**src/design/assert_macros.svh**
```systemverilog
// assertion macros used by the top file of the base64 encoder
// no dependencies; each macro expects clk and rst_n in scope
`ifndef ASSERT_MACROS_SVH
`define ASSERT_MACROS_SVH

// property must hold at every clock edge outside reset
`define ASSERT_CLK(label, prop, msg) \
  label: assert property (@(posedge clk) disable iff (!rst_n) (prop)) else $error(msg);

// condition must never be true at a clock edge outside reset
`define ASSERT_NEVER(label, cond, msg) \
  label: assert property (@(posedge clk) disable iff (!rst_n) !(cond)) else $error(msg);

`endif

```
**src/design/b64e_pkg.sv**
```systemverilog
// shared types, constants and the alphabet function of the base64 encoder
// no dependencies
package b64e_pkg;

  localparam int unsigned QDEPTH = 2;
  localparam int unsigned QPTR_W = (QDEPTH > 1) ? $clog2(QDEPTH) : 1;
  localparam int unsigned QCNT_W = $clog2(QDEPTH + 1);

  localparam logic [7:0] PAD_CHAR = 8'h3D;

  // number of characters that carry real bits in a group
  localparam logic [2:0] REAL_ONE_BYTE   = 3'd2;
  localparam logic [2:0] REAL_TWO_BYTES  = 3'd3;
  localparam logic [2:0] REAL_FULL_GROUP = 3'd4;

  // one group of three bytes handed from front to back
  typedef struct packed {
    logic [7:0] b0;
    logic [7:0] b1;
    logic [7:0] b2;
    logic [2:0] real_cnt;
    logic       fin;
  } grp_t;

  // queue status seen by the front and the top
  typedef struct packed {
    logic full;
    logic empty;
  } q_stat_t;

  // sextet to base64 ascii
  function automatic logic [7:0] b64_char(input logic [5:0] v);
    logic [7:0] w;
    w = {2'b00, v};
    if (v < 6'd26) begin
      return w + 8'd65;
    end else if (v < 6'd52) begin
      return w + 8'd71;
    end else if (v < 6'd62) begin
      return w - 8'd4;
    end else if (v == 6'd62) begin
      return 8'h2B;
    end else begin
      return 8'h2F;
    end
  endfunction

endpackage

```
**src/design/b64e_front.sv**
```systemverilog
// front end: accepts input words, holds partial groups, pushes full and final partial groups
// depends on b64e_pkg
module b64e_front import b64e_pkg::*; (
  input  logic       clk,
  input  logic       rst_n,
  input  logic       in_valid,
  output logic       in_ready,
  input  logic [7:0] in_data_byte,
  input  logic       in_final_byte,
  input  q_stat_t    q_stat,
  output logic       push,
  output grp_t       push_grp
);

  logic [1:0] pos_r, pos_nxt;
  logic [7:0] held0_r, held0_nxt;
  logic [7:0] held1_r, held1_nxt;
  logic       acc;

  assign in_ready = !q_stat.full;
  assign acc      = in_valid && in_ready;

  // classify the word against the group position
  always_comb begin
    pos_nxt   = pos_r;
    held0_nxt = held0_r;
    held1_nxt = held1_r;
    push      = 1'b0;
    push_grp  = '{b0: held0_r, b1: held1_r, b2: in_data_byte,
                  real_cnt: REAL_FULL_GROUP, fin: in_final_byte};
    if (acc) begin
      if (pos_r >= 2'd2) begin
        push      = 1'b1;
        pos_nxt   = 2'd0;
        held0_nxt = 8'd0;
        held1_nxt = 8'd0;
      end else if (in_final_byte) begin
        push      = 1'b1;
        pos_nxt   = 2'd0;
        held0_nxt = 8'd0;
        held1_nxt = 8'd0;
        if (pos_r == 2'd0) begin
          push_grp = '{b0: in_data_byte, b1: 8'd0, b2: 8'd0,
                       real_cnt: REAL_ONE_BYTE, fin: 1'b1};
        end else begin
          push_grp = '{b0: held0_r, b1: in_data_byte, b2: 8'd0,
                       real_cnt: REAL_TWO_BYTES, fin: 1'b1};
        end
      end else begin
        pos_nxt = pos_r + 2'd1;
        if (pos_r == 2'd0) begin
          held0_nxt = in_data_byte;
        end else begin
          held1_nxt = in_data_byte;
        end
      end
    end
  end

  // group state
  always_ff @(posedge clk) begin
    if (!rst_n) begin
      pos_r   <= 2'd0;
      held0_r <= 8'd0;
      held1_r <= 8'd0;
    end else begin
      pos_r   <= pos_nxt;
      held0_r <= held0_nxt;
      held1_r <= held1_nxt;
    end
  end

endmodule

```
**src/design/b64e_queue.sv**
```systemverilog
// short group queue between front and back, show-ahead read
// depends on b64e_pkg
module b64e_queue import b64e_pkg::*; (
  input  logic    clk,
  input  logic    rst_n,
  input  logic    push,
  input  grp_t    push_grp,
  input  logic    pop,
  output grp_t    head_grp,
  output q_stat_t q_stat
);

  grp_t              mem_r [QDEPTH];
  logic [QPTR_W-1:0] wr_ptr_r;
  logic [QPTR_W-1:0] rd_ptr_r;
  logic [QCNT_W-1:0] cnt_r;
  logic              do_push;
  logic              do_pop;

  assign q_stat.full  = (cnt_r == QCNT_W'(QDEPTH));
  assign q_stat.empty = (cnt_r == '0);
  assign do_push      = push && !q_stat.full;
  assign do_pop       = pop && !q_stat.empty;
  assign head_grp     = mem_r[rd_ptr_r];

  // storage
  always_ff @(posedge clk) begin
    if (do_push) begin
      mem_r[wr_ptr_r] <= push_grp;
    end
  end

  // pointers and fill count
  always_ff @(posedge clk) begin
    if (!rst_n) begin
      wr_ptr_r <= '0;
      rd_ptr_r <= '0;
      cnt_r    <= '0;
    end else begin
      if (do_push) begin
        wr_ptr_r <= (wr_ptr_r == QPTR_W'(QDEPTH - 1)) ? '0 : wr_ptr_r + 1'b1;
      end
      if (do_pop) begin
        rd_ptr_r <= (rd_ptr_r == QPTR_W'(QDEPTH - 1)) ? '0 : rd_ptr_r + 1'b1;
      end
      if (do_push && !do_pop) begin
        cnt_r <= cnt_r + 1'b1;
      end else if (do_pop && !do_push) begin
        cnt_r <= cnt_r - 1'b1;
      end
    end
  end

endmodule

```
**src/design/b64e_back.sv**
```systemverilog
// back end: splits a group into four characters, one per cycle while out_ready allows, into the output register
// depends on b64e_pkg
module b64e_back import b64e_pkg::*; (
  input  logic       clk,
  input  logic       rst_n,
  input  logic       q_empty,
  input  grp_t       head_grp,
  output logic       pop,
  output logic       out_valid,
  input  logic       out_ready,
  output logic [7:0] out_char,
  output logic       out_run_end,
  output logic       out_stream_end
);

  grp_t       grp_r;
  logic       grp_vld_r, grp_vld_nxt;
  logic [1:0] idx_r, idx_nxt;
  logic       out_vld_r;
  logic [7:0] char_r;
  logic       run_end_r;
  logic       stream_end_r;
  logic       load;
  logic       last_char;
  logic [5:0] sextet;
  logic [7:0] char_nxt;

  assign load      = grp_vld_r && (!out_vld_r || out_ready);
  assign last_char = (idx_r == 2'd3);
  assign pop       = !q_empty && (!grp_vld_r || (load && last_char));

  // sextet select for the current character
  always_comb begin
    case (idx_r)
      2'd0:    sextet = grp_r.b0[7:2];
      2'd1:    sextet = {grp_r.b0[1:0], grp_r.b1[7:4]};
      2'd2:    sextet = {grp_r.b1[3:0], grp_r.b2[7:6]};
      2'd3:    sextet = grp_r.b2[5:0];
      default: sextet = 6'd0;
    endcase
    char_nxt = ({1'b0, idx_r} < grp_r.real_cnt) ? b64_char(sextet) : PAD_CHAR;
  end

  // group slot sequencing
  always_comb begin
    grp_vld_nxt = grp_vld_r;
    idx_nxt     = idx_r;
    if (load) begin
      idx_nxt = idx_r + 2'd1;
      if (last_char) begin
        grp_vld_nxt = 1'b0;
      end
    end
    if (pop) begin
      grp_vld_nxt = 1'b1;
      idx_nxt     = 2'd0;
    end
  end

  // group slot and output register
  always_ff @(posedge clk) begin
    if (!rst_n) begin
      grp_vld_r <= 1'b0;
      idx_r     <= 2'd0;
      out_vld_r <= 1'b0;
    end else begin
      grp_vld_r <= grp_vld_nxt;
      idx_r     <= idx_nxt;
      if (load) begin
        out_vld_r <= 1'b1;
      end else if (out_ready) begin
        out_vld_r <= 1'b0;
      end
    end
  end

  // payload registers
  always_ff @(posedge clk) begin
    if (pop) begin
      grp_r <= head_grp;
    end
    if (load) begin
      char_r       <= char_nxt;
      run_end_r    <= last_char;
      stream_end_r <= last_char && grp_r.fin;
    end
  end

  assign out_valid      = out_vld_r;
  assign out_char       = char_r;
  assign out_run_end    = run_end_r;
  assign out_stream_end = stream_end_r;

endmodule

```
**src/design/base64_stream_encoder.sv**
```systemverilog
// base64 stream encoder top: front end, group queue, character back end.
// path: a closing word goes through the queue, the group slot and the output register.
// throughput: one word per cycle in while the queue has room, one character per cycle out
//   while out_ready allows; the back end's single output register emits four per group.
// reset: synchronous active-low rst_n clears group position, held bytes, queue and output.
`include "assert_macros.svh"

module base64_stream_encoder import b64e_pkg::*; (
  input  logic       clk,
  input  logic       rst_n,
  input  logic       in_valid,
  output logic       in_ready,
  input  logic [7:0] in_data_byte,
  input  logic       in_final_byte,
  output logic       out_valid,
  input  logic       out_ready,
  output logic [7:0] out_char,
  output logic       out_run_end,
  output logic       out_stream_end
);

  q_stat_t q_stat;
  logic    push;
  grp_t    push_grp;
  logic    pop;
  grp_t    head_grp;

  // word intake and grouping
  b64e_front u_front (
    .clk           (clk),
    .rst_n         (rst_n),
    .in_valid      (in_valid),
    .in_ready      (in_ready),
    .in_data_byte  (in_data_byte),
    .in_final_byte (in_final_byte),
    .q_stat        (q_stat),
    .push          (push),
    .push_grp      (push_grp)
  );

  // group queue
  b64e_queue u_queue (
    .clk      (clk),
    .rst_n    (rst_n),
    .push     (push),
    .push_grp (push_grp),
    .pop      (pop),
    .head_grp (head_grp),
    .q_stat   (q_stat)
  );

  // character generation
  b64e_back u_back (
    .clk            (clk),
    .rst_n          (rst_n),
    .q_empty        (q_stat.empty),
    .head_grp       (head_grp),
    .pop            (pop),
    .out_valid      (out_valid),
    .out_ready      (out_ready),
    .out_char       (out_char),
    .out_run_end    (out_run_end),
    .out_stream_end (out_stream_end)
  );

  // checks
  `ASSERT_CLK(a_stream_end_on_run_end, out_valid && out_stream_end |-> out_run_end, "stream end without run end")
  `ASSERT_CLK(a_pad_continues, out_valid && out_ready && out_char == PAD_CHAR && !out_run_end |=> out_valid && out_char == PAD_CHAR, "pad not followed by pad")
  `ASSERT_NEVER(a_queue_stat, q_stat.full && q_stat.empty, "queue full and empty at once")
  `ASSERT_CLK(a_push_room, push |-> !q_stat.full, "push into full queue")

endmodule
```
**config.mk**
```make
export PLATFORM = sky130hd
export DESIGN_NAME = base64_stream_encoder
export DESIGN_NICKNAME = d
export VERILOG_FILES = /design/src/design/b64e_pkg.sv /design/src/design/b64e_front.sv /design/src/design/b64e_queue.sv /design/src/design/b64e_back.sv /design/src/design/base64_stream_encoder.sv
export VERILOG_INCLUDE_DIRS = /design/src /design/src/design
export SDC_FILE = /design/constraint.sdc
export NUM_CORES = 1
export LEC_CHECK = 0
export CORE_MARGIN = 3
export CORE_UTILIZATION = 49
export DETAILED_ROUTE_END_ITERATION = 8
export DONT_BUFFER_PORTS = 1
export MAX_ROUTING_LAYER = met4
export PLACE_DENSITY = 0.66
export SYNTH_ARGS = -nofsm -noshare
export SYNTH_HDL_FRONTEND = slang
export SYNTH_SLANG_ARGS = --single-unit
```
**constraint.sdc**
```tcl
create_clock -name clk -period 2.6 [get_ports clk]
set_input_delay 0.26 -clock clk [delete_from_list [all_inputs] [get_ports clk]]
set_output_delay 0.26 -clock clk [all_outputs]
set_load 0.005 [all_outputs]
```
==> qor.yml <==
placed_design:
  port_buffers: 0
  dpl.hpwl_um: 5880
  gp_congestion: 0.863
sta:
  post-route-period-util_pct: 95.2
  relSlewSlack_pct: 49.5
  holdWs_ps: 61.5
  finalHoldViolCount: 0
  skew_ps: 11.1
  tightestPinTransition_ps: 755
  slew_violations: 0
  finalSetupViolCount: 0
  fin_tns_setup_ps: 0
  timing.fmax_ghz: 0.404
  min_period_ps: 2480
yosys:
  yosys_warnings: 0
  yosys.area.top_type: "edfxtp_1"
  ys_seq_area_share_pct: 64.8
  syn_nets: 395
  synth.most_common_cell: "edfxtp_1"
  synthFlopType: "edfxtp_1"
  ys_types: 47
  syn_avg_cell_area_um2: 13.9
  synthCells: 371
  synth_area_leaders: "edfxtp_1, dfxtp_1, mux2_2"
  async_flop_share_pct: 0
  synth_edf_count: 94
  syn_area_um2: 5160
  ys_seq_elements: 120
  yosys-top-cells-count: "edfxtp_1, mux2_2, dfxtp_1, a22oi_1"
  synth_top_area_share_pct: 54.7
die:
  die_x_um: 109
  num_io_pins: 25
  die_y_um: 109
  core_um2: 10000
  die-area_um2: 11800
  row_count: 36
  initial_utilization_pct: 51.6
power:
  max-vdd-ir-drop_mv: 0.499
  power_mw: 6.85
  p_leak_nw: 2.10
  cellPowerDensity_nw_per_um2: 1140
critical_path:
  endpoint_kind: "register"
  reg2reg_from: "u_back.idx_r[0]"
  path_cells: "inv_1, ha_1, a222oi_1, mux2i_4, inv_2, ha_2, a2111oi_0, a211oi_1, o211ai_1"
  critPathLaunch: "u_back.idx_r[0]"
  worstSetupStartpointType: "register"
  ff2ff_path_depth: 9
  path_delay_family: "compound AO/OA/AOI/OAI gates"
  max_stage_delay_ps: 510
  crit_required_ps: 2820
  reg2reg_to: "u_back.out_char[4]"
  crit_fanout: 6
  criticalPathCategory: "reg2reg"
  crit_buf_inv: 2
  slowest_stage: "a222oi_1"
  reg2reg_slack_ps: 120
  crit_arrival_ps: 2700
finish:
  drive_gt1_share_pct: 22.2
  nFillCells: 781
  fin_nets: 417
  syn_to_final_growth_pct: 16.7
  antenna_cells: 0
clocking:
  cts_tree: "built"
  cts_buffer_depth: 2
  cts_sinks: 120
  cts_inserted_buffers: 17
  clkTransAtPathRegs_ps: 60
  cts-root-buf: "clkbuf_8"
  clk_latency_ps: 510
  cts-htree-levels: 4
hold_path:
  min_from: "in_data_byte[2]"
  holdPathEnd: "u_queue.mem_r[1][14]"
  min_path_type: "in2reg"
  holdPathStages: 2
outcome:
  run_status: "finished clean"
drt:
  wl_per_cell_um: 17.1
  drc: 0
  avgViaCountPerCell: 5.45
  finalWirelength_um: 9210
  drt.antenna.violating_nets: 0
  drt-initial-drc-count: 192
  first_pass_iters: 5
  dr_total_vias: 2939
global_routing:
  busiest_layer: "met2"
  grtUsageMet2_pct: 26.3
  antenna_found_initial: 0
  grt_remaining_overflow: 0
  grt_max_degree: 30
  grt_util_met3_pct: 5.33
  grt_pass1_wl_um: 15400
  met1_usage_pct: 24.3
  track_usage_pct: 18.1
  grt_pass1_vias: 2873
run:
  drv_cap: 0
timing repair:
action / in CTS / in global routing
hold buffers: 11 / 0
gates resized for setup: 0 / 6
setup buffers: 0 / 1
setup endpoints to repair: 0 / 4
endpoints found under the hold margin: 59 / 0
sequential cells by signal (all words and copies together) (netlist names), 2 cells and up:
signal           flops
u_queue.mem_r       56
u_back.idx_r         2
u_queue.cnt_r        2
u_back.grp_r        28
u_front.held1_r      8
u_back.out_char      8
u_front.held0_r      8
u_front.pos_r        2
layout make-up:
class / count / area, µm² / area share (%)
repair buffers: 17 / 155 / 2.58
well taps: 133 / 166 / 2.76
clock buffers: 21 / 482 / 8.00
multi-input cells: 220 / 1700 / 28.3
clock inverters: 11 / 109 / 1.81
flip-flops and latches: 120 / 3340 / 55.5
inverters: 17 / 63.8 / 1.06
power by group:
part | switching (mW) | internal (mW) | total (mW)
combinational | 1.08 | 0.733 | 1.81
clock | 0.838 | 1.42 | 2.25
sequential | 0.152 | 2.63 | 2.78
layout by cell type (no fill, tap or decap), types with 8 or more instances in the layout:
master and instances:
o21ai_0 13, dfxtp_1 26, edfxtp_1 94, nand2_1 17, a22oi_1 18, and2_1 14, mux2_2 39, dlygate4sd3_1 11
ha_1 8, nor2_1 9, inv_1 16, clkbuf_16 18, nand2b_1 11, nor2b_1 17
worst max path at each step:
stage / depth (start not counted) / slack (ps) / to
floorplan: 5 / 90 / u_queue.mem_r[0][0]
global placement: 7 / 190 / u_back.out_char[4]
detailed placement: 7 / 70 / u_back.out_char[1]
CTS: 7 / 60 / u_back.out_char[1]
global route: 9 / -20 / u_back.out_char[4]
finish: 9 / 120 / u_back.out_char[4]
routing by layer:
metal	vias up	wire, µm
li1	1443	-
met1	1418	4350
met2	70	4400
met3	8	352
met4	0	105
met5	-	0
stage by stage:
step	utilization [%]	setup slack, ps	cell area [µm²]	cells
after CTS	60.0	62.4	6000	538
final	60.2	124	6020	539
after detailed placement	53.0	74.6	5300	495
after global routing	60.2	-16.3	6020	539
after global placement	53.0	195	5300	495
after floorplan	-	92.7	5160	371
logic make-up (layout without fill, tap and decap cells):
| logic type | after synthesis | after routing | synth area share [%] |
|---|---|---|---|
| mux | 46 | 46 | 10.2 |
| xor+xnor | 6 | 6 | 1.02 |
| fa+ha+maj | 11 | 11 | 2.67 |
| compound gates | 65 | 65 | 9.07 |
| buf+inv | 31 | 66 | 2.59 |
| simple gates | 91 | 91 | 9.60 |
| flops | 120 | 120 | 64.8 |
| other cells | 1 | 1 | 0.0727 |
No activity file was read; power rests on OpenSTA's default activity.
